**src/rtl/core/smwd_pkg.sv**
```systemverilog
// Shared types and constants for the sensor motion wake detector.
// Used by every module in rtl/core; depends on nothing else.
package smwd_pkg;

    localparam int NUM_CHANNELS   = 9;
    localparam int SLOT_BITS      = 16;
    localparam int FIELD_BITS     = 48;
    localparam int TIME_BITS      = 32;
    localparam int REG_BITS       = 16;
    localparam int ALPHA_BITS     = 9;
    localparam int ALPHA_SHIFT    = 8;
    localparam int CFG_INDEX_BITS = 3;
    localparam int STATUS_BITS    = 2;

    localparam logic [ALPHA_BITS-1:0] ALPHA_ONE = 9'd256;

    // Configuration register indexes.
    localparam logic [CFG_INDEX_BITS-1:0] REG_SAMPLE_INTERVAL = 3'd0;
    localparam logic [CFG_INDEX_BITS-1:0] REG_WAKE_THRESHOLD  = 3'd1;
    localparam logic [CFG_INDEX_BITS-1:0] REG_BASELINE_ALPHA  = 3'd2;
    localparam logic [CFG_INDEX_BITS-1:0] REG_READ_TIMEOUT    = 3'd3;
    localparam logic [CFG_INDEX_BITS-1:0] REG_WAKE_GRACE      = 3'd4;

    // Configuration reset values.
    localparam logic [REG_BITS-1:0]   RST_SAMPLE_INTERVAL = 16'd100;
    localparam logic [REG_BITS-1:0]   RST_WAKE_THRESHOLD  = 16'd64;
    localparam logic [ALPHA_BITS-1:0] RST_BASELINE_ALPHA  = 9'd16;
    localparam logic [REG_BITS-1:0]   RST_READ_TIMEOUT    = 16'd1000;
    localparam logic [REG_BITS-1:0]   RST_WAKE_GRACE      = 16'd500;

    // Result status codes.
    localparam logic [STATUS_BITS-1:0] STATUS_WAITING = 2'd0;
    localparam logic [STATUS_BITS-1:0] STATUS_TIMEOUT = 2'd1;
    localparam logic [STATUS_BITS-1:0] STATUS_WAKE    = 2'd2;

    typedef struct packed {
        logic [REG_BITS-1:0]   sample_interval;
        logic [REG_BITS-1:0]   wake_threshold;
        logic [ALPHA_BITS-1:0] alpha;
        logic [REG_BITS-1:0]   read_timeout;
        logic [REG_BITS-1:0]   wake_grace;
    } cfg_t;

    typedef struct packed {
        logic load;
        logic update;
    } lane_cmd_t;

    typedef struct packed {
        logic [STATUS_BITS-1:0] status;
        logic                   sample_taken;
        logic                   grace_active;
    } result_t;

endpackage

```
**src/rtl/core/smwd_ctrl.sv**
```systemverilog
// Session, read timing, timeout and wake decisions of the detector.
// Depends on smwd_pkg for cfg_t, lane_cmd_t, result_t and the status codes.
module smwd_ctrl (
    input  logic                              clk,
    input  logic                              rst_n,
    input  logic                              step,
    input  logic [smwd_pkg::TIME_BITS-1:0]    now_ms,
    input  logic                              host_activity,
    input  logic                              sleep_active,
    input  logic                              sensor_ok,
    input  logic                              motion_any,
    input  smwd_pkg::cfg_t                    cfg,
    output smwd_pkg::lane_cmd_t               cmd,
    output smwd_pkg::result_t                 result
);

    localparam int TW = smwd_pkg::TIME_BITS;

    logic          session_open_reg;
    logic          session_open_next;
    logic          baseline_valid_reg;
    logic          baseline_valid_next;
    logic [TW-1:0] last_good_read_reg;
    logic [TW-1:0] last_good_read_next;
    logic [TW-1:0] last_wake_reg;
    logic [TW-1:0] last_wake_next;

    logic          eff_valid;
    logic [TW-1:0] eff_good_read;
    logic [TW-1:0] read_age;
    logic [TW-1:0] gap;
    logic [TW-1:0] wake_age;
    logic          take;
    logic          check;
    logic          moved;
    logic          timed_out;

    always_comb
    begin
        // A poll with no open session starts one from this moment.
        eff_valid     = session_open_reg & baseline_valid_reg;
        eff_good_read = session_open_reg ? last_good_read_reg : now_ms;
        read_age      = now_ms - eff_good_read;
        take          = (sleep_active || read_age >= TW'(cfg.sample_interval)) && sensor_ok;
        check         = take && eff_valid;
        moved         = check && motion_any;

        last_good_read_next = take ? now_ms : eff_good_read;
        gap                 = now_ms - last_good_read_next;
        timed_out           = gap > TW'(cfg.read_timeout);

        last_wake_next      = last_wake_reg;
        session_open_next   = 1'b1;
        baseline_valid_next = eff_valid | take;
        result.status       = smwd_pkg::STATUS_WAITING;
        if (timed_out)
        begin
            session_open_next   = 1'b0;
            baseline_valid_next = 1'b0;
            result.status       = smwd_pkg::STATUS_TIMEOUT;
        end
        else if (moved || host_activity)
        begin
            last_wake_next      = now_ms;
            session_open_next   = 1'b0;
            baseline_valid_next = 1'b0;
            result.status       = smwd_pkg::STATUS_WAKE;
        end

        wake_age            = now_ms - last_wake_next;
        result.sample_taken = take;
        result.grace_active = wake_age <= TW'(cfg.wake_grace);

        cmd.load   = step && take && !eff_valid;
        cmd.update = step && check && !motion_any;
    end

    always_ff @(posedge clk or negedge rst_n)
    begin
        if (!rst_n)
        begin
            session_open_reg   <= 1'b0;
            baseline_valid_reg <= 1'b0;
            last_good_read_reg <= '0;
            last_wake_reg      <= '0;
        end
        else if (step)
        begin
            session_open_reg   <= session_open_next;
            baseline_valid_reg <= baseline_valid_next;
            last_good_read_reg <= last_good_read_next;
            last_wake_reg      <= last_wake_next;
        end
    end

endmodule

```
**config.mk**
```make
export PLATFORM = sky130hd
export DESIGN_NAME = smwd_ctrl
export DESIGN_NICKNAME = d
export VERILOG_FILES = /design/src/rtl/core/smwd_pkg.sv /design/src/rtl/core/smwd_ctrl.sv
export SDC_FILE = /design/constraint.sdc
export NUM_CORES = 1
export LEC_CHECK = 0
export ABC_AREA = 1
export BUFFER_PORTS_ARGS = -buffer_cell sky130_fd_sc_hd__buf_2
export CAP_MARGIN = 20
export CORE_ASPECT_RATIO = 0.6
export CORE_MARGIN = 2
export CORE_UTILIZATION = 51
export CTS_CLUSTER_DIAMETER = 50
export DETAILED_ROUTE_END_ITERATION = 16
export PLACE_DENSITY_LB_ADDON = 0.1
export SYNTH_ARGS = -nofsm -noshare
export SYNTH_HDL_FRONTEND = slang
export SYNTH_SLANG_ARGS = --single-unit
```
**constraint.sdc**
```tcl
create_clock -name clk -period 13.05 [get_ports clk]
set_clock_uncertainty 0.1 [all_clocks]
set_input_delay 0.6525 -clock clk [delete_from_list [all_inputs] [get_ports clk]]
set_output_delay 0.6525 -clock clk [all_outputs]
set_load 0.05 [all_outputs]
```
# --- Yosys cells after proc, flatten, opt, wreduce, memory -nomap -nowiden ---
# Cells that the tools add are included.
word_totals:
  reg_bits: 66
  inputBits: 112
  output_inout_bits: 6
  wordCells: 33
classes:
  n_addsub: 3
  n_lt_le_gt_ge: 3
  n_mux: 10
  bitwise_logic: 2
  reduce_logical: 11
op_table:
  columns: ["operator", "count"]
  rows:
  - ["two-way mux 32 bit", 4]
  - ["subtractor 32 bit", 3]
  - [">= comparator 32 x 16 -> 1 bit", 1]
  - ["greater-than comparator 32 x 16 -> 1 bit", 1]
  - ["less-or-equal comparator 32 x 16 -> 1 bit", 1]
  - ["logical AND 1 bit", 7]
  - ["two-way mux 1 bit", 4]
  - ["two-way mux 2 bit", 2]
  - ["zero test 1 bit", 2]
  - ["logical OR 1 bit", 2]
  - ["AND 1 bit", 1]
  - ["OR 1 bit", 1]

# --- Depth between registers and ports, before layout ---
logic_depth:
  word_depth: 12
  ltp_mapped: 77
  depth_no_buf: 73

# --- Least setup slack after synthesis ---
# OpenSTA, ideal clock, no wires.
synth_path:
  path_type: "register -> output"
  from: "reg session_open_reg"
  to: "out result[0] (netlist bit)"
  t_arrival_ns: 10.406
  t_required_ns: 12.297
  setup_slack_ns: 1.891
  stages_incl_launch_ff: 72
  n_path_buf: 5
  path_cell_list: "dfrtp_1 -> buf_2 -> buf_1 -> o21ai_0 -> ha_1 -> fa_1 -> inv_1 -> nand3_1 -> nand2_1 -> nand2_1 -> nand2_2 -> nand2_1 -> nand2_1 -> xor2_1 -> ha_1 -> nand2_1 -> o211ai_1 -> nor2_1 -> [36 not listed] -> o21ai_0 -> a21oi_1 -> o21ai_0 -> a21boi_0 -> o21ai_0 -> xor2_1 -> ha_1 -> nand2_1 -> inv_1 -> nand3_1 -> nor3_1 -> nand4_1 -> a22o_1 -> nor2_1 -> nand4_1 -> nor3_1 -> nand3_1 -> nor2_1"
synth_rtl:
  columns: ["item", "line", "source"]
  rows:
  - ["start, declared", "smwd_ctrl.sv:19", "logic session_open_reg;"]
  - ["start signal, assigned", "smwd_ctrl.sv:89", "session_open_reg <= session_open_next;"]
  - ["end, declared", "smwd_ctrl.sv:14", "output smwd_pkg::result_t result"]

==> flow_summary_export.csv <==
group,metric,value,unit
sta,hold_viol_final,0,
sta,worst_slew_pin_slew,917,ps
worst_setup_path,cp-end-kind,"primary output",
clock_network,cts_tree,"built",
detailed_routing,dr_wl_met3,3720,um
worst_setup_path,cp_common_cell,"nand2_1",
detailed_routing,top_layer,"met4",
synth,synthesis.area,10800,sq um
detailed_routing,viasPerCell,5.44,
synth,syn_nets,2003,
clock_network,cts_buffers,9,
worst_hold_path,hold_path.class,"reg2reg",
place,gp_congestion,0.996,
sta,timing.slew.headroom,38.9,%
worst_setup_path,slowest_delay,420,ps
synth,yosysUniqueCellTypes,51,
clock_network,cts-root-buf,"clkbuf_16",
clock_network,cts_sinks,66,
clock_network,clk_latency,340,ps
floorplan,dieArea,22300,sq um
synth,synth_warnings,0,
detailed_routing,drc,0,
synth,synth_top_area_share,18.7,%
worst_setup_path,cp_top_family,"simple AND/OR/NAND/NOR gates",
worst_setup_path,r2r_cells,44,
global_routing,grt_pass1_wl,53000,um
detailed_routing,via_count,11700,
global_routing,grt_use_total,31.0,%
detailed_routing,routed_wl,35000,um
worst_setup_path,crit_slowest_cell,"dfrtp_2",
detailed_routing,ant_nets,0,
synth,synth_ff_type,"dfrtp_1",
pwr,power_density,90.1,nW/um^2
global_routing,first_global_vias,10000,
synth,async_flop_share,100,%
sta,setup_viol,0,
detailed_routing,drt_iter0_markers,1102,
pwr,ir_worst_vdd,0.0000736,V
synth,avgSynthCellArea,6.17,sq um
worst_hold_path,hold-path-cell-count,2,
synth,synth_area_leaders,"nand2_1 19%, ha_1 17%, dfrtp_1 15%",
place,place_area,11700,sq um
synth,synth_edf_count,0,
synth,yosysTopAreaCell,"nand2_1",
job,drv_cap,0,
detailed_routing,first_pass_iters,5,
layout,fin_util,59.1,%
layout,layout.nets,2127,
sta,min_period,12490,ps
floorplan,ioPinCount,118,
clock_network,clockBufferDepth,2,
layout,drive_gt1_share,13.4,%
sta,timing.fmax,80.1,MHz
layout,design_area,12300,sq um
worst_setup_path,crit_type,"reg2out",
sta,slew_viol_final,0,
global_routing,grt_max_degree,76,
place,dp_hpwl,28400,um
global_routing,grt-ovfl-total,0,
worst_setup_path,r2r_slack,4670,ps
sta,timing.final.crit_share,95.7,%
detailed_routing,met1_length,17100,um
worst_hold_path,hold_path_end,"last_good_read_reg[23]",
worst_setup_path,crit_path_start_kind,"flop",
detailed_routing,met2_length,13600,um
status,outcome,"complete, no violations",
place,io_buffers,92,
worst_setup_path,cp_max_fo,15,
layout,area_growth_syn_to_layout,14.4,%
floorplan,fp.dieW,191,um
synth,synthCells,1742,
clock_network,cts_max_level,3,
synth,synth-seq-cells,66,
worst_setup_path,r2r_end,"last_wake_reg[18]",
worst_setup_path,r2r_start,"session_open_reg",
sta,whs,382,ps
floorplan,die_h,116,um
worst_setup_path,required,12300,ps
floorplan,start_util,51.6,%
worst_setup_path,arrival,11740,ps
clock_network,path_clk_slew,60,ps
synth,synth-seq-area-share,15.4,%
worst_hold_path,min_from,"last_good_read_reg[23]",
worst_setup_path,crit_buf_inv,8,
global_routing,grt_antenna_before_repair,1,
detailed_routing,avgRoutedWirePerCell,16.3,um
floorplan,coreArea,20800,sq um
floorplan,fp-row-count,41,
pwr,power.leakage,6.61,nW
## what timing repair did
| item | CTS | global route |
|---|---|---|
| gates cloned | 1 | 1 |
| endpoints found under the setup margin | 1 | 1 |
| hold buffers | 0 | 0 |
| resized for setup | 6 | 50 |
| pin swaps | 2 | 7 |
| setup buffers | 1 | 10 |
| endpoints found under the hold margin | 0 | 0 |
## cells by family after synthesis
group | count (synthesis) | synth area share [%]
buffers and inverters | 298 | 10.9
xor gates and xnor gates | 61 | 4.97
AOI/OAI and AO/OA | 348 | 18.7
and+or+nand+nor | 800 | 30.7
adders and majority gates | 149 | 17.5
DFF | 66 | 15.4
muxes | 20 | 1.86
## per-stage QoR
step / std cells / setup WS (ps) / power [mW] / setup TNS (ps)
2_1_floorplan: 1742 / 1890 / 0.668 / 0
3_3_place_gp: 2121 / 338 / 0.821 / 0
3_5_place_dp: 2121 / 258 / 0.832 / 0
4_1_cts: 2139 / 98.0 / 1.08 / 0
5_1_grt: 2150 / -104 / 1.21 / -104
6_report: 2151 / 559 / 1.11 / 0
## cell usage after synthesis, drive strengths merged, types with 10 or more instances
library cell,count
xnor2,20
ha,146
buf,14
nand3,69
o21ai,184
nor3,17
nand2,541
xor2,41
mux2i,20
clkbuf,17
a21oi,112
inv,267
nor2,125
dfrtp,66
nand4,29
a21o,10
## layout make-up
cell class | count | area, sq um
diodes | 1 | 2.50
clock buffers | 10 | 229
clock inverters | 6 | 67.6
fillers | 2104 | 8520
inverters | 267 | 1010
multi-input cells | 1380 | 8110
flip-flops and latches | 66 | 1650
well taps | 279 | 349
repair buffers | 142 | 883
## layer usage
metal / GRT usage, % / vias up
li1: - / 5947
met1: 46.5 / 5250
met2: 44.2 / 460
met3: 8.68 / 36
met4: 5.18 / 0
met5: 0 / -
## worst max-delay path by stage
stage,from,end,slack [ps],cells past startpoint
floorplan,session_open_reg,result[0],1890,71
finish,session_open_reg,result[0],560,63
global route,session_open_reg,result[0],-100,71
detailed placement,now_ms[1],result[0],260,71
global placement,now_ms[1],result[0],340,67
CTS,session_open_reg,result[0],100,71
## cell usage in the layout (no fill, tap or decap), types with 3 or more instances in the layout
cell and count:
nand3_1 66, o21ai_0 112, a211oi_1 3, fa_1 3
or2_2 3, nand2_2 5, o21a_1 4, xor2_1 41
nand3b_1 5, mux2i_1 18, a21oi_1 104, buf_4 46
nand3_4 3, inv_1 264, dfrtp_1 65, and2_1 4
buf_12 3, a21boi_0 3, o21bai_1 7, nor2_2 9
o211ai_1 3, clkbuf_16 9, a21o_1 10, xnor2_1 20
nor2_1 115, nand2_1 534, o21ai_2 39, buf_2 91
nor3_1 15, ha_1 144, a31oi_1 9, o21ai_1 32
nand4_1 28, a21oi_2 8, nor4_1 4
## report_power, final
group          internal, mW  switching (mW)
registers             0.227          0.0116
clock network         0.148          0.0972
logic                 0.232           0.393
total                 0.607           0.502
## worst reg2reg max path, delay by kind of cell, from the launching register on
family / cells / cell delay, ps
AND/OR/NAND/NOR: 19 / 2680
AO/OA/AOI/OAI: 10 / 1760
adder cells (fa/ha/maj): 4 / 1310
buffers and inverters: 8 / 1280
flip-flops: 1 / 420
multiplexers: 1 / 370
XOR/XNOR: 2 / 300
Power figures use the tool's default switching activity.
