[config.mk]
export PLATFORM = sky130hd
export DESIGN_NAME = smwd_lane
export DESIGN_NICKNAME = d
export VERILOG_FILES = /design/src/rtl/core/smwd_pkg.sv /design/src/rtl/core/smwd_lane.sv
export SDC_FILE = /design/constraint.sdc
export NUM_CORES = 1
export LEC_CHECK = 0
export ABC_AREA = 1
export BUFFER_PORTS_ARGS = -buffer_cell sky130_fd_sc_hd__buf_2
export CORE_MARGIN = 2
export CORE_UTILIZATION = 35
export CTS_CLUSTER_SIZE = 25
export DETAILED_ROUTE_END_ITERATION = 7
export PLACE_DENSITY = 0.51
export SYNTH_ARGS = -nofsm -noshare
export SYNTH_HDL_FRONTEND = slang
export SYNTH_SLANG_ARGS = --single-unit
[constraint.sdc]
create_clock -name clk -period 8.7 [get_ports clk]
set_input_delay 0 -clock clk [delete_from_list [all_inputs] [get_ports clk]]
set_output_delay 0 -clock clk [all_outputs]
set_load 0.005 [all_outputs]
[src/rtl/core/smwd_pkg.sv]
// Shared types and constants for the sensor motion wake detector.
// Used by every module in rtl/core; depends on nothing else.
package smwd_pkg;

    localparam int NUM_CHANNELS   = 9;
    localparam int SLOT_BITS      = 16;
    localparam int FIELD_BITS     = 48;
    localparam int TIME_BITS      = 32;
    localparam int REG_BITS       = 16;
    localparam int ALPHA_BITS     = 9;
    localparam int ALPHA_SHIFT    = 8;
    localparam int CFG_INDEX_BITS = 3;
    localparam int STATUS_BITS    = 2;

    localparam logic [ALPHA_BITS-1:0] ALPHA_ONE = 9'd256;

    // Configuration register indexes.
    localparam logic [CFG_INDEX_BITS-1:0] REG_SAMPLE_INTERVAL = 3'd0;
    localparam logic [CFG_INDEX_BITS-1:0] REG_WAKE_THRESHOLD  = 3'd1;
    localparam logic [CFG_INDEX_BITS-1:0] REG_BASELINE_ALPHA  = 3'd2;
    localparam logic [CFG_INDEX_BITS-1:0] REG_READ_TIMEOUT    = 3'd3;
    localparam logic [CFG_INDEX_BITS-1:0] REG_WAKE_GRACE      = 3'd4;

    // Configuration reset values.
    localparam logic [REG_BITS-1:0]   RST_SAMPLE_INTERVAL = 16'd100;
    localparam logic [REG_BITS-1:0]   RST_WAKE_THRESHOLD  = 16'd64;
    localparam logic [ALPHA_BITS-1:0] RST_BASELINE_ALPHA  = 9'd16;
    localparam logic [REG_BITS-1:0]   RST_READ_TIMEOUT    = 16'd1000;
    localparam logic [REG_BITS-1:0]   RST_WAKE_GRACE      = 16'd500;

    // Result status codes.
    localparam logic [STATUS_BITS-1:0] STATUS_WAITING = 2'd0;
    localparam logic [STATUS_BITS-1:0] STATUS_TIMEOUT = 2'd1;
    localparam logic [STATUS_BITS-1:0] STATUS_WAKE    = 2'd2;

    typedef struct packed {
        logic [REG_BITS-1:0]   sample_interval;
        logic [REG_BITS-1:0]   wake_threshold;
        logic [ALPHA_BITS-1:0] alpha;
        logic [REG_BITS-1:0]   read_timeout;
        logic [REG_BITS-1:0]   wake_grace;
    } cfg_t;

    typedef struct packed {
        logic load;
        logic update;
    } lane_cmd_t;

    typedef struct packed {
        logic [STATUS_BITS-1:0] status;
        logic                   sample_taken;
        logic                   grace_active;
    } result_t;

endpackage

[src/rtl/core/smwd_lane.sv]
// One channel of the detector: holds the fixed-point baseline, checks the
// sample against it and tracks it. Depends on smwd_pkg for lane_cmd_t.
module smwd_lane #(
    parameter int SAMPLE_BITS = 16,
    parameter int FRAC_BITS   = 8
) (
    input  logic                                clk,
    input  logic signed [SAMPLE_BITS-1:0]       sample,
    input  logic [smwd_pkg::REG_BITS-1:0]       wake_threshold,
    input  logic [smwd_pkg::ALPHA_BITS-1:0]     alpha,
    input  smwd_pkg::lane_cmd_t                 cmd,
    output logic                                motion
);

    localparam int W     = SAMPLE_BITS + FRAC_BITS;
    localparam int THR_W = smwd_pkg::REG_BITS + FRAC_BITS;
    localparam int CMP_W = (W + 1 > THR_W) ? W + 1 : THR_W;
    localparam int PW    = W + 1 + smwd_pkg::ALPHA_BITS + 1;

    logic signed [W-1:0]                    base_reg;
    logic signed [W-1:0]                    base_next;
    logic signed [W-1:0]                    scaled;
    logic signed [W:0]                      diff;
    logic [W:0]                             mag;
    logic [THR_W-1:0]                       thr;
    logic signed [smwd_pkg::ALPHA_BITS:0]   alpha_s;
    logic signed [PW-1:0]                   prod;
    logic signed [PW-1:0]                   step;

    assign scaled  = W'(sample) <<< FRAC_BITS;
    assign diff    = (W+1)'(scaled) - (W+1)'(base_reg);
    assign mag     = diff[W] ? (W+1)'(-diff) : (W+1)'(diff);
    assign thr     = THR_W'(wake_threshold) << FRAC_BITS;
    assign motion  = CMP_W'(mag) >= CMP_W'(thr);

    // The arithmetic shift rounds the tracking step toward minus infinity.
    assign alpha_s   = $signed({1'b0, alpha});
    assign prod      = PW'(diff) * PW'(alpha_s);
    assign step      = prod >>> smwd_pkg::ALPHA_SHIFT;
    assign base_next = base_reg + $signed(step[W-1:0]);

    always_ff @(posedge clk)
    begin
        if (cmd.load)
        begin
            base_reg <= scaled;
        end
        else if (cmd.update)
        begin
            base_reg <= base_next;
        end
    end

endmodule

# After elaboration in Yosys (flattened, before gate mapping)
# Index checks and enable logic that the tools add are counted.
[classes]
n_addsub = 3
mul = 1
n_lt_le_gt_ge = 1
muxes = 3
n_reduce_logical = 1
[op_table]
columns = ["op", "count"]
rows = [
  ["two-way mux 24 bit", 2],
  ["multiplier 25 x 10 -> 32 bit", 1],
  [">= comparator 25 x 24 -> 1 bit", 1],
  ["two-way mux 25 bit", 1],
  ["negator 25 bit", 1],
  ["subtractor 24 x 24 -> 25 bit", 1],
  ["adder 24 bit", 1],
  ["nonzero test 2 bit", 1],
]
[word_totals]
register_bits = 24
input_bits = 44
output_inout_bits = 1

# Logic depth before layout (Yosys ltp)
# Gate-level depths: netlist (run 1).
[depth]
word_depth = 5
mapped_depth = 45
ltp_nobuf = 45

# Least setup slack after synthesis (run 1)
# Ideal clock, no wire load.
[synth_path]
kind = "flip-flop to flip-flop"
start = "reg base_reg[0]"
end = "reg base_reg[23], data pin"
arrival_ps = 7228
slack_ps = 1218
stages_incl_launch_ff = 38
path_buffers = 0
period_less_slack_ps = 7482
path_cell_list = "dfxtp_1 > inv_1 > ha_1 > inv_2 > nor2_4 > nand2_2 > nor2_4 > a21oi_4 > o21ai_1 > xnor2_2 > inv_1 > nand2_1 > fa_1 > inv_1 > fa_1 > fa_1 > fa_1 > inv_1 > (+2 left out) > ha_1 > nand2_1 > nor4_1 > nand3_1 > nand3_1 > a21o_1 > a31oi_1 > xor2_1 > ha_1 > nand4_1 > nor2_1 > or3b_2 > nand3_1 > nand3_1 > nand2_1 > nand2_1 > nand3_1 > nand2_1"
[synth_between]
elab_chain_len = 5
[synth_rtl]
columns = ["element", "line", "source"]
rows = [
  ["start: declaration", "smwd_lane.sv:20", "logic signed [W-1:0] base_reg;"],
  ["start signal: assignment", "smwd_lane.sv:46", "base_reg <= scaled;"],
  ["start signal: assignment", "smwd_lane.sv:50", "base_reg <= base_next;"],
  ["subtractor 24 x 24 -> 25 bit", "smwd_lane.sv:31", "assign diff = (W+1)'(scaled) - (W+1)'(base_reg);"],
  ["multiplier 25 x 10 -> 32 bit", "smwd_lane.sv:38", "assign prod = PW'(diff) * PW'(alpha_s);"],
  ["adder 24 bit (*)", "smwd_lane.sv:40", "assign base_next = base_reg + $signed(step[W-1:0]);"],
  ["two-way mux 24 bit (*)", "smwd_lane.sv:48", "else if (cmd.update)"],
  ["two-way mux 24 bit (*)", "smwd_lane.sv:44", "if (cmd.load)"],
]
# Every way passes the cells marked *; elsewhere a longest branch is shown, timed or not. The select of a mux whose other input is x is not followed.
# A chain may end at the register's enable or synchronous reset.

# Worst setup path after layout (run 1)
[layout_path]
start = "reg base_reg[12]"
end = "reg base_reg[23], data pin"
# The elaborated chain is that of the path after synthesis.

==> run metrics, run 1 <==
detailed-router iteration count before antenna repair 5; Worst Max-Slew Pin Slew ~0.79 ns; Vias/cell roughly 4.8; top_reg_cell synth edfxtp_1; clock sinks 24; slowest cell on the critical path fa_1; top-area cell type share of the netlist area between 20% and 30%; endpoints failing setup 0; Num CTS Buffers 3; first-pass GRT wire length between 50 and 60 mm; hpwl dp 30.9 mm; Final Cycle Share 95.2%; Antenna Cells 0; Reg clk slew, reported paths roughly 0.07 ns; Arrival @ worst endpoint ~8.3 ns; Clock Tree Buf Depth 2; Final Max Tran Viols 0; WL final 35.7 mm; number of I/O pins between 40 and 50; FP Rows 66; CTS tree yes; Worst-Skew Late Latency approximately 0.27 ns; cell mode on critical path nand2_1; Worst Path Required 8.73 ns; Max Fanout on Critical Path 5; Die Wd 187 um; register area ~640 sq um; Yosys warning count 0; share of layout cells above drive strength 1 approximately a tenth; Die H about 190 um; Synth area leader fa_1; Mapped Area around 0.012 sq mm; most frequent cell after synthesis nand2_1; delay-heaviest family, CP adder cells; relative slew slack a little under half; vias in the first global route between 10000 and 15000; top post-synthesis cells by area fa_1, ha_1, nand2_1, inv_1, nor2_1; RSZ-0062 raised after global routing true; Hold Fails Final Rpt 0; area of the multi-input gates about 0.01 sq mm; number of flops mapped to enable cells by yosys 16; Routed WL per cell approximately 17 um; Critical Path End Type register; final net count roughly 2000; flops & latches, synth 24; CTS Root Cell clkbuf_16; Slowest Stage Delay on Critical Path approximately 0.56 ns; average cell area after synthesis 7.07 sq um; Filler cells 3606; Synth top cells by count nand2_1, inv_1, fa_1; maxcap violations 0; Core Area about 0.033 sq mm; setup_tns 0 ns; area delta synth->final 10.8%; largest net degree at the start of global routing 26; ys async rst share 0%; Starting Density between 30% and 40%; via count roughly 10000; GRT Util Overall 21.1%; worst setup path class reg -> reg; Syn Nets about 2000; skew final 0.00643 ns; port bufs between 40 and 50; Hold Path Class in -> reg; H-tree depth 1; register area share after synthesis 5.49%; post-route minimum period between 8 and 9 ns; GRT overflow 0; post-route ant nets 0; max FFs per register 24; synth unique cells 47; Synth Instances 1650; outcome completed; DRT iter0 DRCs around 470; Fmax between 100 and 150 MHz; antenna violations before repair 0; Crit path buffers/inverters 6; DIE AREA about 0.035 sq mm; Worst Setup Start Kind register; # DRC 0; Placer Congestion approximately 0.93
area by class of cell:
cell class,instances,area share (%)
well taps,442,4.28
repair buffers,84,4.13
clock buffers,4,0.688
flip-flops and latches,24,4.96
multi-input cells,1227,75.2
inverters,371,10.8
routing by layer:
layer  track usage (%)  up-vias  share of wire (%)  routed length, um
met2              33.8      246                 44              15700
met1              31.2     4961                 50              17800
li1                  -     5168                  -                  -
met5                 0        -                  0                  0
met4              4.88        0                2.3                818
met3              1.32       42                3.9               1380
what timing repair did:
item / CTS / global route
buffers inserted: 2 / 7
pin swaps: 1 / 10
gates resized for setup: 6 / 52
hold buffers: 0 / 0
endpoints found under the setup margin: 6 / 13
worst reg2reg max path, delay by kind of cell (launching register included):
kind / cells / cell delay, ns
fa+ha+maj: 8 / 3.65
flops: 1 / 0.36
xor+xnor: 2 / 0.52
buf+inv: 6 / 0.54
simple gates: 18 / 2.34
compound gates: 3 / 0.64
per-stage QoR:
step                hold WS (ns)  setup slack (ns)  cell area, sq um  util, %  std cells
floorplan                  0.182              1.22             11700        -       1650
global placement           0.314            -0.420             12600     38.4       2139
detailed placement         0.315            -0.375             12600     38.4       2139
CTS                       0.0373            0.0549             12700     38.8       2145
global route              0.0612           -0.0126             12900     39.5       2152
finish                    0.0343             0.421             12900     39.5       2152
placed cells by master, fill, tap and decap left out, types with 16 or more instances in the layout:
| cell | count |
|---|---|
| xor2_1 | 41 |
| nor2_1 | 164 |
| ha_1 | 115 |
| o21ai_0 | 41 |
| nand2_1 | 383 |
| nand4_1 | 23 |
| edfxtp_1 | 16 |
| inv_1 | 354 |
| buf_4 | 39 |
| inv_2 | 16 |
| nand3_1 | 64 |
| a21oi_1 | 70 |
| buf_2 | 44 |
| fa_1 | 173 |
cell families after synthesis:
group,share of synthesized area [%]
DFF,5.49
AOI/OAI and AO/OA,8.87
adders and majority gates,42.9
buffers and inverters,12.9
and+or+nand+nor,24.4
xor gates and xnor gates,5.52
final timing paths:
kind	from	endpoint	slack, ns	cells after the start
setup / recovery	base_reg[12]	base_reg[23]	0.42	37
hold / removal	sample[14]	base_reg[22]	0.03	3
setup reg to reg	base_reg[12]	base_reg[23]	0.42	37
hold reg to reg	base_reg[0]	base_reg[0]	0.63	2
Power of run 1 is left out: the tool's default activity adds up to more than one toggle a clock period on the data nets, which glitch-free logic cannot reach.
==> run 2: changes to the inputs <==
PLACE_DENSITY = 0.53   (was 0.51)
clock period = 7 ns   (was 8.7 ns; I/O delays follow)
==> run metrics, run 2 (synthesis results as in run 1) <==
cell mode on critical path nand2_1; DRT iter0 DRCs 582 (+23%); Placer Congestion 0.896 (-3.8%); Core Area 0.0327 sq mm (unchanged); Hold-fix buffers, CTS 0 (unchanged); Hold Path Class in -> reg; Starting Density 35.7% (unchanged); Filler cells 3134 (-13%); vias in the first global route 12500 (+17%); H-tree depth 1 (unchanged); post-route ant nets 0 (unchanged); skew final 0.00435 ns (-0.00208 ns); outcome finished, violations left; fin worst setup slack -0.689 ns (-1.11 ns); Antenna Cells 0 (unchanged); final net count 2430 (+18%); Max Fanout on Critical Path 5 (unchanged); Clock Tree Buf Depth 2 (unchanged); Final Max Tran Viols 0 (unchanged); Critical Path End Type register; DIE AREA 0.0348 sq mm (unchanged); antenna violations before repair 0 (unchanged); post-route minimum period 7.69 ns (-0.590 ns); Fmax 130 MHz (+7.7%); Num CTS Buffers 3 (unchanged); clock sinks 24 (unchanged); dpl cells 2462 (+15%); relative slew slack 55.4% (+8.4 points); number of I/O pins 45 (unchanged); GRT Util Overall 22.3% (+1.2 points); Routed WL per cell 15.2 um (-8.2%); Worst Setup Start Kind register; failing checks setup timing; WL final 38.6 mm (+7.9%); Die Wd 187 um (unchanged); Die H 187 um (unchanged); largest net degree at the start of global routing 25 (-3.8%); Vias/cell 4.70 (-2.9%); hpwl dp 32.5 mm (+5.0%); hold depth 3 (unchanged); FP Rows 66 (unchanged); cell depth of the worst flop-to-flop path 39 (+5.4%); share of layout cells above drive strength 1 40.2% (+30 points); port bufs 44 (unchanged); RSZ-0062 raised after global routing true; CTS tree yes; endpoints failing setup 13 (+13); Worst Path Required 7.04 ns (-1.69 ns); commonest non-fill, non-tap cells in the layout buf_4, inv_1, nand2_1; Hold Fails Final Rpt 0 (unchanged); most common cell after layout, fill and taps aside buf_4; detailed-router iteration count before antenna repair 5 (unchanged); area delta synth->final 51.4%; max FFs per register 24 (unchanged); Slowest Stage Delay on Critical Path 0.55 ns (about the same); Worst-Skew Late Latency 0.27 ns (about the same); final core utilization 54.0% (+14 points); Reg clk slew, reported paths 0.07 ns (about the same); # DRC 0 (unchanged); CTS Root Cell clkbuf_16; worst setup path class reg -> reg; Worst Max-Slew Pin Slew 0.668 ns (-0.126 ns); first-pass GRT wire length 62.8 mm (+7.2%); maxcap violations 0 (unchanged); Finished Layout Cells 2531 (+18%); slowest cell on the critical path fa_1; GRT overflow 0 (unchanged); hold_ws 0.0465 ns (+0.0121 ns); Final Cycle Share 110% (+15 points); Arrival @ worst endpoint 7.73 ns (-0.58 ns); via count 11900 (+14%)
[run 2: cell count changes in the layout (fill, tap and decap cells not counted), moves of 16 or more]
cell | before | now
a21oi_1 | 70 | 40
nor2_1 | 164 | 143
o21ai_0 | 41 | 15
inv_2 | 16 | 57
buf_4 | 39 | 394
nand2_2 | 5 | 55
a21oi_4 | 1 | 17
nand2_1 | 383 | 305
ha_1 | 115 | 77
nand2_4 | 3 | 29
buf_6 | 0 | 21
inv_1 | 354 | 306
ha_4 | 1 | 46
[run 2: worst max-delay path, delay by kind of cell (launching register included)]
| family | cells | cell delay (ns) |
|---|---|---|
| xor gates and xnor gates | 2 | 0.44 |
| AOI/OAI and AO/OA | 4 | 0.72 |
| and+or+nand+nor | 17 | 1.69 |
| DFF | 1 | 0.40 |
| adders and majority gates | 8 | 3.46 |
| buffers and inverters | 8 | 0.70 |
[run 2: worst paths after layout]
path | endpoint | slack, ns | start
worst min register to register | base_reg[3] | 0.62 | base_reg[3]
worst max-delay path | base_reg[23] | -0.69 | base_reg[12]
worst min-delay path | base_reg[13] | 0.05 | sample[5]
worst max register to register | base_reg[23] | -0.69 | base_reg[12]
[run 2: layout make-up]
type                    instances  area, sq um  share of cell area, %
clock buffers                   4         88.8                  0.503
well taps                     442          553                   3.13
multi-input cells            1227        11500                   64.9
repair buffers                463         3480                   19.7
flip-flops and latches         24          646                   3.66
inverters                     371         1420                   8.04
[run 2: per-stage QoR]
step                setup TNS (ns)  setup WS [ns]  cell area (sq um)
floorplan                   -0.113        -0.0730              12100
global placement            -10.66          -1.09              15400
detailed placement          -10.76          -1.12              15400
CTS                          -3.87         -0.610              16500
global route                 -9.68          -1.11              17700
finish                       -5.25         -0.689              17700
[run 2: timing repair]
item                       4_1_cts  5_1_grt
setup endpoints to repair       17       18
cloned                           0        0
resized for setup              177      231
setup buffers                   36       30
pin swaps                       80      152
[run 2: routing by layer]
layer  vias to the layer above  routed length, um  track usage (%)  part of all wire [%]
met1                      5696              17600             30.9                    46
met2                       233              18900             38.6                    49
met4                         0                657             5.07                   1.7
li1                       5929                  -                -                     -
met3                        35               1360            0.865                   3.5
met5                         -                  0                0                     0
Power of run 2 is left out for the same reason.
