===== src/rtl/core/smwd_pkg.sv =====
// Shared types and constants for the sensor motion wake detector.
// Used by every module in rtl/core; depends on nothing else.
package smwd_pkg;

    localparam int NUM_CHANNELS   = 9;
    localparam int SLOT_BITS      = 16;
    localparam int FIELD_BITS     = 48;
    localparam int TIME_BITS      = 32;
    localparam int REG_BITS       = 16;
    localparam int ALPHA_BITS     = 9;
    localparam int ALPHA_SHIFT    = 8;
    localparam int CFG_INDEX_BITS = 3;
    localparam int STATUS_BITS    = 2;

    localparam logic [ALPHA_BITS-1:0] ALPHA_ONE = 9'd256;

    // Configuration register indexes.
    localparam logic [CFG_INDEX_BITS-1:0] REG_SAMPLE_INTERVAL = 3'd0;
    localparam logic [CFG_INDEX_BITS-1:0] REG_WAKE_THRESHOLD  = 3'd1;
    localparam logic [CFG_INDEX_BITS-1:0] REG_BASELINE_ALPHA  = 3'd2;
    localparam logic [CFG_INDEX_BITS-1:0] REG_READ_TIMEOUT    = 3'd3;
    localparam logic [CFG_INDEX_BITS-1:0] REG_WAKE_GRACE      = 3'd4;

    // Configuration reset values.
    localparam logic [REG_BITS-1:0]   RST_SAMPLE_INTERVAL = 16'd100;
    localparam logic [REG_BITS-1:0]   RST_WAKE_THRESHOLD  = 16'd64;
    localparam logic [ALPHA_BITS-1:0] RST_BASELINE_ALPHA  = 9'd16;
    localparam logic [REG_BITS-1:0]   RST_READ_TIMEOUT    = 16'd1000;
    localparam logic [REG_BITS-1:0]   RST_WAKE_GRACE      = 16'd500;

    // Result status codes.
    localparam logic [STATUS_BITS-1:0] STATUS_WAITING = 2'd0;
    localparam logic [STATUS_BITS-1:0] STATUS_TIMEOUT = 2'd1;
    localparam logic [STATUS_BITS-1:0] STATUS_WAKE    = 2'd2;

    typedef struct packed {
        logic [REG_BITS-1:0]   sample_interval;
        logic [REG_BITS-1:0]   wake_threshold;
        logic [ALPHA_BITS-1:0] alpha;
        logic [REG_BITS-1:0]   read_timeout;
        logic [REG_BITS-1:0]   wake_grace;
    } cfg_t;

    typedef struct packed {
        logic load;
        logic update;
    } lane_cmd_t;

    typedef struct packed {
        logic [STATUS_BITS-1:0] status;
        logic                   sample_taken;
        logic                   grace_active;
    } result_t;

endpackage


===== src/rtl/core/smwd_regs.sv =====
// Configuration register file of the motion wake detector.
// Depends on smwd_pkg for the register indexes, reset values and cfg_t.
module smwd_regs (
    input  logic                                  clk,
    input  logic                                  rst_n,
    input  logic                                  cfg_write,
    input  logic [smwd_pkg::CFG_INDEX_BITS-1:0]   cfg_index,
    input  logic [smwd_pkg::REG_BITS-1:0]         cfg_data,
    output smwd_pkg::cfg_t                        cfg
);

    logic [smwd_pkg::REG_BITS-1:0]   interval_reg;
    logic [smwd_pkg::REG_BITS-1:0]   threshold_reg;
    logic [smwd_pkg::ALPHA_BITS-1:0] alpha_reg;
    logic [smwd_pkg::REG_BITS-1:0]   timeout_reg;
    logic [smwd_pkg::REG_BITS-1:0]   grace_reg;

    always_ff @(posedge clk or negedge rst_n)
    begin
        if (!rst_n)
        begin
            interval_reg  <= smwd_pkg::RST_SAMPLE_INTERVAL;
            threshold_reg <= smwd_pkg::RST_WAKE_THRESHOLD;
            alpha_reg     <= smwd_pkg::RST_BASELINE_ALPHA;
            timeout_reg   <= smwd_pkg::RST_READ_TIMEOUT;
            grace_reg     <= smwd_pkg::RST_WAKE_GRACE;
        end
        else if (cfg_write)
        begin
            unique case (cfg_index)
                smwd_pkg::REG_SAMPLE_INTERVAL: interval_reg  <= cfg_data;
                smwd_pkg::REG_WAKE_THRESHOLD:  threshold_reg <= cfg_data;
                smwd_pkg::REG_BASELINE_ALPHA:
                    alpha_reg <= cfg_data[smwd_pkg::ALPHA_BITS-1:0];
                smwd_pkg::REG_READ_TIMEOUT:    timeout_reg   <= cfg_data;
                smwd_pkg::REG_WAKE_GRACE:      grace_reg     <= cfg_data;
                default: ;
            endcase
        end
    end

    // Coefficients above one are treated as one.
    always_comb
    begin
        cfg.sample_interval = interval_reg;
        cfg.wake_threshold  = threshold_reg;
        cfg.alpha           = (alpha_reg > smwd_pkg::ALPHA_ONE) ? smwd_pkg::ALPHA_ONE
                                                                : alpha_reg;
        cfg.read_timeout    = timeout_reg;
        cfg.wake_grace      = grace_reg;
    end

endmodule


===== config.mk =====
export PLATFORM = sky130hd
export DESIGN_NAME = smwd_regs
export DESIGN_NICKNAME = d
export VERILOG_FILES = /design/src/rtl/core/smwd_pkg.sv /design/src/rtl/core/smwd_regs.sv
export SDC_FILE = /design/constraint.sdc
export NUM_CORES = 1
export LEC_CHECK = 0
export BUFFER_PORTS_ARGS = -buffer_cell sky130_fd_sc_hd__buf_2
export CORE_MARGIN = 1.5
export CORE_UTILIZATION = 40
export CTS_BUF_LIST = sky130_fd_sc_hd__clkbuf_8
export DETAILED_ROUTE_END_ITERATION = 7
export PLACE_DENSITY = 0.72
export REMOVE_ABC_BUFFERS = 1
export SLEW_MARGIN = 40
export SYNTH_ARGS = -nofsm -noshare
export SYNTH_HDL_FRONTEND = slang
export SYNTH_SLANG_ARGS = --single-unit
export TNS_END_PERCENT = 100

===== constraint.sdc =====
create_clock -name clk -period 1.2 [get_ports clk]
set_input_delay 0.12 -clock clk [delete_from_list [all_inputs] [get_ports clk]]
set_output_delay 0.12 -clock clk [all_outputs]
set_load 0.05 [all_outputs]

## Word level (Yosys, flattened, before mapping)

Cells that the tools add are included.

- Output and inout port bits: 73
- Bits in registers: 73
- Word-level logic and storage cells: 17

- Order comparisons: 1
- Multiplexer cells: 1
- Eq/ne operators: 4
- Reduce and logical (&&, ||, !) cells: 6

Operator list:

| kind | number |
|---|---|
| AND reduction 2 bit | 5 |
| greater-than comparator 9 bit (second input constant) | 1 |
| two-way mux 9 bit | 1 |
| equality test 3 x 2 -> 1 bit (second input constant) | 2 |
| equality test 3 x 1 -> 1 bit (second input constant) | 1 |
| equality test 3 bit (second input constant) | 1 |
| logical NOT 3 bit | 1 |

## Logic depth before layout (Yosys ltp)

Gate-level depths: netlist of the first run.

- Depth after elaboration: 2
- Gate-level depth with buffers: 4

## Worst setup path before layout of the first run

Ideal clock, no wire load.

- Kind: register -> output
- Start point: reg alpha_reg[4] (netlist name)
- End point: out cfg[36] (netlist name)
- Arrival: 1.217 ns
- Path slack: -0.137 ns
- Path buffers: 0
- Cell stages (with the launch flop): 2
- Required time: 1.080 ns
- Path through: dfstp_2 -> nor2b_1

RTL lines:

| item | RTL line | text |
|---|---|---|
| start: declaration | smwd_regs.sv:14 | `logic [smwd_pkg::ALPHA_BITS-1:0] alpha_reg;` |
| start signal: assignment | smwd_regs.sv:24 | `alpha_reg <= smwd_pkg::RST_BASELINE_ALPHA;` |
| start signal: assignment | smwd_regs.sv:34 | `alpha_reg <= cfg_data[smwd_pkg::ALPHA_BITS-1:0];` |
| end: declaration | smwd_regs.sv:9 | `output smwd_pkg::cfg_t cfg` |

==> results.py, run 1 <==
metrics = {
    "clock_network": {
        "cts_tree": "yes",
        "h-tree-depth": 3,
        "clkSlewWorstSetupHoldPaths_ns": 0.07,
        "cts.sinks": 73,
        "worstSkewPairLatency_ns": 0.33,
        "cts_buffer_depth": 2,
        "cts_buffers": 9,
        "root_buffer": "clkbuf_8",
    },
    "cells_and_area": {
        "drive_gt1_share_pct": 79.5,
        "antenna_cells": 0,
        "area_growth_syn_to_layout_pct": 38.7,
        "finalNetCount": 300,
        "fin_util_pct": 58.0,
    },
    "timing": {
        "setup_viol": 8,
        "final_max_slew_viol_count": 0,
        "skew_ns": 0,
        "worstMarginPinSlew_ns": 0.380,
        "fmax_mhz": 736,
        "setup_tns_ns": -0.981,
        "relSlewSlack_pct": 74.7,
        "period_needed_ns": 1.36,
        "rsz0062_at_grt": "yes",
        "setup_slack_ns": -0.158,
        "finalCritPeriodShare_pct": 113,
        "hold_viol": 0,
    },
    "detailed_routing": {
        "first_iter_violations": 48,
        "drc": 0,
        "viasPerCell": 4.73,
        "vias": 1792,
        "ant_nets": 0,
        "postRouteWirelength_um": 6160,
        "wl_per_cell_um": 16.2,
        "drt_pass1_iterations": 4,
    },
    "grt": {
        "antenna_found_initial": 0,
        "grt_pass1_wl_um": 9800,
        "grt_max_degree": 74,
        "global_route.usage.total_pct": 17.2,
        "grt_remaining_overflow": 0,
        "grt_pass1_vias": 1899,
    },
    "place": {
        "routabilityCongestion": 0.718,
        "place_ws_ns": -0.0725,
        "hpwl_um": 4130,
        "io_buffers": 94,
    },
    "power": {
        "p_per_area_nw_per_um2": 2310,
        "leakage_nw": 1.86,
        "fin_total_pwr_w": 0.00919,
        "ir_drop_uv": 1150,
    },
    "worst_hold_path": {
        "hold_class": "in2reg",
    },
    "synthesis": {
        "synth.area.mux_share_pct": 28.7,
        "seq_area_frac_synth_pct": 64.3,
        "synth_top_family_by_area": "multiplexers",
        "syn_area_sq_um": 2870,
        "synth_top_area_cell": "dfrtp_1",
        "synth_warnings": 0,
        "synthSimpleGateAreaFrac_pct": 4.40,
        "synthTopCellsByArea": "dfrtp_1, mux2_2, dfstp_2",
        "postSynthCellCount": 167,
        "ys_seq_elements": 73,
        "synth_fa_ha_area_share_pct": 0,
        "synth_compound_area_share_pct": 0,
        "syn_avg_cell_area_sq_um": 17.2,
        "ys_types": 13,
        "synthXorXnorAreaFrac_pct": 0,
        "synth_top_area_share_pct": 48.8,
    },
    "critical_path": {
        "startpoint_type": "register",
        "crit_chain": "buf_6, nor2b_4, buf_8",
        "crit_slowest_cell": "dfrtp_2",
        "cpPeakStageDelay_ns": 0.43,
        "cp_data_required_time_ns": 1.08,
        "cp-end-kind": "output pin",
        "crit_fanout": 3,
        "arrival_ns": 1.24,
        "crit_type": "reg2out",
    },
    "flow_run": {
        "max_cap_violations": 0,
    },
    "floorplanning": {
        "start_util_pct": 41.8,
        "dieArea_sq_um": 7700,
        "die_w_um": 87.8,
        "core_area_sq_um": 6870,
        "die_h_um": 87.8,
        "rows": 30,
        "ioPinCount": 95,
    },
    "status": {
        "violations": "setup timing",
        "run_status": "complete, but fails checks",
    },
}
synthesized netlist by cell type:
cell type   n
and4bb_2    2
nand4b_2    1
buf_2       2
dfrtp_1    56
mux2_2     72
nor2b_1     8
buf_8       1
nor4b_4     1
mux2_4      1
and4bb_1    1
clkbuf_1    1
dfstp_2    17
buf_6       4
worst max-delay path, delay by kind of cell (launching register included):
kind,cells,cell delay [ns]
DFF,1,0.43
and+or+nand+nor,1,0.15
buffers and inverters,2,0.31
cell usage in the layout (no fill, tap or decap), types with 2 or more instances in the layout:
| master | n |
|---|---|
| and4bb_2 | 2 |
| buf_12 | 3 |
| buf_2 | 68 |
| buf_4 | 9 |
| buf_6 | 23 |
| buf_8 | 4 |
| bufinv_16 | 2 |
| clkbuf_8 | 9 |
| clkinv_2 | 3 |
| dfrtp_1 | 55 |
| dfstp_2 | 17 |
| mux2_2 | 72 |
| nor2b_4 | 7 |
kinds of logic (layout without fill, tap and decap cells):
family                 count (synthesis)  count (layout)
AND/OR/NAND/NOR                       13              13
buffers and inverters                  8             124
flip-flops                            73              73
multiplexers                          73              73
routing by layer:
metal	track usage [%]	wire length, um
met3	4.52	384
met5	0	0
met4	8.66	112
met1	22.7	2750
met2	26.4	2910
worst paths after layout:
| path | startpoint | endpoint | slack, ns | depth (start not counted) |
|---|---|---|---|---|
| worst max-delay path | alpha_reg[8] | cfg[32] | -0.16 | 3 |
| worst min-delay path | cfg_data[13] | interval_reg[13] | 0.05 | 2 |
| worst max register to register | alpha_reg[8] | alpha_reg[8] | 0.24 | 2 |
| worst min register to register | grace_reg[15] | grace_reg[15] | 0.51 | 1 |
| max in group asynchronous | rst_n | timeout_reg[6] | 0.53 | 3 |
| min in group asynchronous | rst_n | grace_reg[3] | 0.32 | 3 |
metrics by stage:
step           hold WS, ns  cell area, sq um  std cells
6_report            0.0517              3990        379
2_1_floorplan       -0.176              2800        159
4_1_cts             0.0288              3960        379
3_5_place_dp         0.171              3510        359
5_1_grt             0.0413              3990        379
3_3_place_gp         0.162              3510        359
where the power goes:
part / switching, W / internal, W / total [W]
combinational: 0.00254 / 0.00121 / 0.00375
clock: 0.000889 / 0.00116 / 0.00204
sequential: 0.000298 / 0.00310 / 0.00339
layout make-up:
cell class | count | area, sq um
Clock buffer | 9 | 124
Clock inverter | 7 | 87.6
Fill cell | 564 | 2880
Multi-Input combinational cell | 86 | 1010
Sequential cell | 73 | 1850
Tap cell | 96 | 120
Timing Repair Buffer | 108 | 797
timing repair:
item	4_1_cts	5_1_grt
gates resized for setup	66	7
hold buffers	1	0
setup buffers	3	0
hold endpoints to repair	56	0
endpoints found under the setup margin	25	12
(Power assumes the default switching activity.)
==> run 2, diff against run 1 <==
CTS_BUF_LIST = default   (was sky130_fd_sc_hd__clkbuf_8)
==> results.py, run 2 (synthesis results as in run 1) <==
metrics = {
    "status": {
        "run_status": "complete, but fails checks",
        "violations": "setup timing",
    },
    "clock_network": {
        "h-tree-depth": 3,
        "root_buffer": "clkbuf_8",
        "worstSkewPairLatency_ns": 0.33,
        "cts_buffers": 9,
        "clkSlewWorstSetupHoldPaths_ns": 0.07,
        "cts.sinks": 73,
        "cts_buffer_depth": 2,
        "cts_tree": "yes",
    },
    "floorplanning": {
        "dieArea_sq_um": 7700,
        "core_area_sq_um": 6870,
        "die_h_um": 87.8,
        "start_util_pct": 41.8,
        "rows": 30,
        "die_w_um": 87.8,
        "ioPinCount": 95,
    },
    "timing": {
        "setup_tns_ns": -0.981,
        "fmax_mhz": 736,
        "skew_ns": 0,
        "finalCritPeriodShare_pct": 113,
        "setup_viol": 8,
        "worstMarginPinSlew_ns": 0.380,
        "rsz0062_at_grt": "yes",
        "final_max_slew_viol_count": 0,
        "relSlewSlack_pct": 74.7,
        "hold_viol": 0,
        "period_needed_ns": 1.36,
        "whs_ns": 0.0517,
        "setup_slack_ns": -0.158,
    },
    "detailed_routing": {
        "postRouteWirelength_um": 6160,
        "drt_pass1_iterations": 4,
        "first_iter_violations": 49,
        "drc": 0,
        "vias": 1792,
        "viasPerCell": 4.73,
        "wl_per_cell_um": 16.2,
        "ant_nets": 0,
    },
    "worst_hold_path": {
        "hold_class": "in2reg",
    },
    "power": {
        "leakage_nw": 1.85,
        "p_per_area_nw_per_um2": 2310,
        "ir_drop_uv": 1150,
    },
    "cells_and_area": {
        "fin_util_pct": 58.0,
        "final_cell_mix": "mux2_2, buf_2, dfrtp_1",
        "finalInstanceArea_sq_um": 3990,
        "instances_no_fill": 379,
        "antenna_cells": 0,
        "drive_gt1_share_pct": 79.5,
        "n_fill_cell": 564,
        "final_common_cell": "mux2_2",
        "finalNetCount": 300,
        "area_growth_syn_to_layout_pct": 38.7,
    },
    "critical_path": {
        "arrival_ns": 1.24,
        "crit_fanout": 3,
        "cp-end-kind": "output pin",
        "crit_type": "reg2out",
        "cp_data_required_time_ns": 1.08,
        "startpoint_type": "register",
    },
    "grt": {
        "grt_max_degree": 74,
        "grt_remaining_overflow": 0,
        "antenna_found_initial": 0,
        "global_route.usage.total_pct": 17.2,
        "grt_pass1_wl_um": 9800,
        "grt_pass1_vias": 1899,
    },
    "place": {
        "hpwl_um": 4130,
        "post-place-cells": 359,
        "routabilityCongestion": 0.718,
        "io_buffers": 94,
        "place_area_sq_um": 3510,
    },
    "flow_run": {
        "max_cap_violations": 0,
    },
}
[run 2: cell count changes in the layout (fill, tap and decap cells not counted)]
cell and delta:
inv_1 -1, clkbuf_1 +1
[run 2: worst max-delay path, cell delays in order, from the launching register on]
cell,delay (ns)
dfrtp_2,0.43
buf_6,0.15
nor2b_4,0.15
buf_8,0.16
[run 2: per-layer routing]
metal  up-vias  part of all wire (%)  GRT usage, %
met5         -                     0             0
met4         0                   1.8          8.66
met3        11                   6.2          4.52
met2        63                    47          26.4
met1       904                    45          22.7
li1        814                     -             -
[run 2: final timing paths]
kind | from | to | slack, ns | depth (start not counted)
worst max-delay path | alpha_reg[8] | cfg[32] | -0.16 | 3
worst min-delay path | cfg_data[13] | interval_reg[13] | 0.05 | 2
worst max register to register | alpha_reg[8] | alpha_reg[8] | 0.24 | 2
worst min register to register | grace_reg[15] | grace_reg[15] | 0.51 | 1
max in group asynchronous | rst_n | timeout_reg[6] | 0.53 | 3
min in group asynchronous | rst_n | grace_reg[3] | 0.32 | 3
[run 2: per-stage QoR]
step	setup slack (ns)	total power [W]
CTS	-0.135	0.00925
global placement	-0.0429	0.00670
finish	-0.158	0.00920
detailed placement	-0.0725	0.00675
floorplan	-0.329	0.00592
global route	-0.202	0.00959
[run 2: repair_timing]
action	CTS	global route
setup endpoints to repair	25	12
setup buffers	3	0
resized for setup	66	7
hold buffers	1	0
hold endpoints to repair	56	0
[run 2: layout make-up]
class | instances | area (sq um) | share of cell area (%)
timing repair buffer | 108 | 797 | 20.0
tap | 96 | 120 | 3.01
clock buffer | 10 | 128 | 3.20
sequential | 73 | 1850 | 46.4
clock inverter | 6 | 83.8 | 2.10
multi-input combinational | 86 | 1010 | 25.3
[run 2: where the power goes]
part	internal [W]	leakage, nW	total, W	switching (W)
combinational	0.00121	0.895	0.00375	0.00254
clock	0.00116	0.110	0.00205	0.000888
sequential	0.00310	0.849	0.00339	0.000298
==> run 3, diff against run 2 <==
clock period = 1.6 ns   (was 1.2 ns; I/O delays follow)
==> results.py, run 3 (synthesis results as in run 1) <==
metrics = {
    "status": {
        "run_status": "completed",
    },
    "clock_network": {
        "cts_tree": "yes",
        "cts.sinks": 73,
        "clkSlewWorstSetupHoldPaths_ns": 0.07,
        "h-tree-depth": 3,
        "worstSkewPairLatency_ns": 0.32,
        "cts_buffers": 9,
        "cts_buffer_depth": 2,
        "root_buffer": "clkbuf_8",
    },
    "place": {
        "routabilityCongestion": 0.734,
        "io_buffers": 94,
        "hpwl_um": 4010,
    },
    "timing": {
        "skew_ns": 0,
        "setup_viol": 0,
        "fmax_mhz": 666,
        "finalCritPeriodShare_pct": 93.8,
        "rsz0062_at_grt": "no",
        "relSlewSlack_pct": 71.3,
        "period_needed_ns": 1.50,
        "final_max_slew_viol_count": 0,
        "hold_viol": 0,
        "worstMarginPinSlew_ns": 0.430,
        "setup_tns_ns": 0,
    },
    "floorplanning": {
        "dieArea_sq_um": 7700,
        "die_w_um": 87.8,
        "die_h_um": 87.8,
        "rows": 30,
        "core_area_sq_um": 6870,
        "start_util_pct": 41.8,
        "ioPinCount": 95,
    },
    "critical_path": {
        "crit_fanout": 10,
        "arrival_ns": 1.34,
        "cp_data_required_time_ns": 1.44,
        "crit_type": "reg2out",
        "reg2reg_depth": 1,
        "cp-end-kind": "output pin",
        "startpoint_type": "register",
    },
    "detailed_routing": {
        "viasPerCell": 4.77,
        "drc": 0,
        "postRouteWirelength_um": 5800,
        "ant_nets": 0,
        "drt_pass1_iterations": 2,
        "wl_per_cell_um": 15.6,
        "first_iter_violations": 41,
        "vias": 1770,
    },
    "grt": {
        "grt_remaining_overflow": 0,
        "grt_max_degree": 42,
        "grt_pass1_wl_um": 9060,
        "grt_pass1_vias": 1717,
        "antenna_found_initial": 0,
        "global_route.usage.total_pct": 15.9,
    },
    "worst_hold_path": {
        "whs_path_depth": 2,
        "hold_class": "in2reg",
    },
    "power": {
        "fin_total_pwr_w": 0.00638,
        "leakage_nw": 1.72,
        "p_per_area_nw_per_um2": 1740,
        "ir_drop_uv": 855,
    },
    "cells_and_area": {
        "final_common_cell": "buf_2",
        "drive_gt1_share_pct": 74.5,
        "antenna_cells": 0,
        "area_growth_syn_to_layout_pct": 27.2,
        "finalNetCount": 293,
        "final_cell_mix": "buf_2, mux2_2, dfrtp_1",
    },
    "flow_run": {
        "max_cap_violations": 0,
    },
}
[run 3: cell count changes in the layout (fill, tap and decap cells not counted), moves of 3 or more]
cell / change
buf_2: +25
buf_4: -4
clkbuf_1: +3
nor2b_4: -7
clkinv_2: -3
buf_8: -4
buf_6: -23
nor2b_1: +8
[run 3: path summary, 6_finish.rpt]
kind,from,endpoint,slack [ns]
max,alpha_reg[8],cfg[32],0.1
min reg2reg,alpha_reg[2],alpha_reg[2],0.50
min,cfg_data[13],grace_reg[13],0.10
max in group asynchronous,rst_n,interval_reg[2],0.66
max reg2reg,alpha_reg[8],alpha_reg[8],0.67
min in group asynchronous,rst_n,timeout_reg[4],0.31
[run 3: timing repair]
item                                   in CTS  in global routing
buffers inserted                            0                  0
endpoints found under the hold margin      30                  0
hold buffers                                1                  0
gates resized for setup                     0                  0
[run 3: where the power goes]
part	leakage (nW)	internal [W]	switching [W]
Combinational	0.774	0.000641	0.00184
Sequential	0.851	0.00232	0.000199
Clock	0.0908	0.000759	0.000620
[run 3: routing by layer]
layer | wire (um) | track usage (%) | vias up
li1 | - | - | 812
met1 | 2700 | 21.1 | 888
met2 | 2650 | 24.0 | 61
met3 | 368 | 4.81 | 9
met4 | 83 | 6.93 | 0
met5 | 0 | 0 | -
[run 3: worst max-delay path: stages, from the launching register on]
cell     delay (ns)
dfrtp_1        0.50
nor2b_1        0.22
buf_2          0.29
[run 3: per-stage QoR]
step	utilization [%]	worst slack, ns	cells	hold WS [ns]	cell area [sq um]
detailed placement	50.4	0.236	355	0.133	3460
CTS	53.2	0.0729	371	0.0838	3660
finish	53.2	0.0987	371	0.101	3660
floorplan	-	0.0311	159	-0.136	2800
global route	53.2	0.0253	371	0.0848	3660
global placement	50.4	0.264	355	0.131	3460
[run 3: cell type report]
class,instances,area [sq um]
fillers,594,3210
flip-flops and latches,73,1850
multi-input cells,86,952
repair buffers,101,553
clock buffers,14,153
well taps,96,120
clock inverters,1,30.0
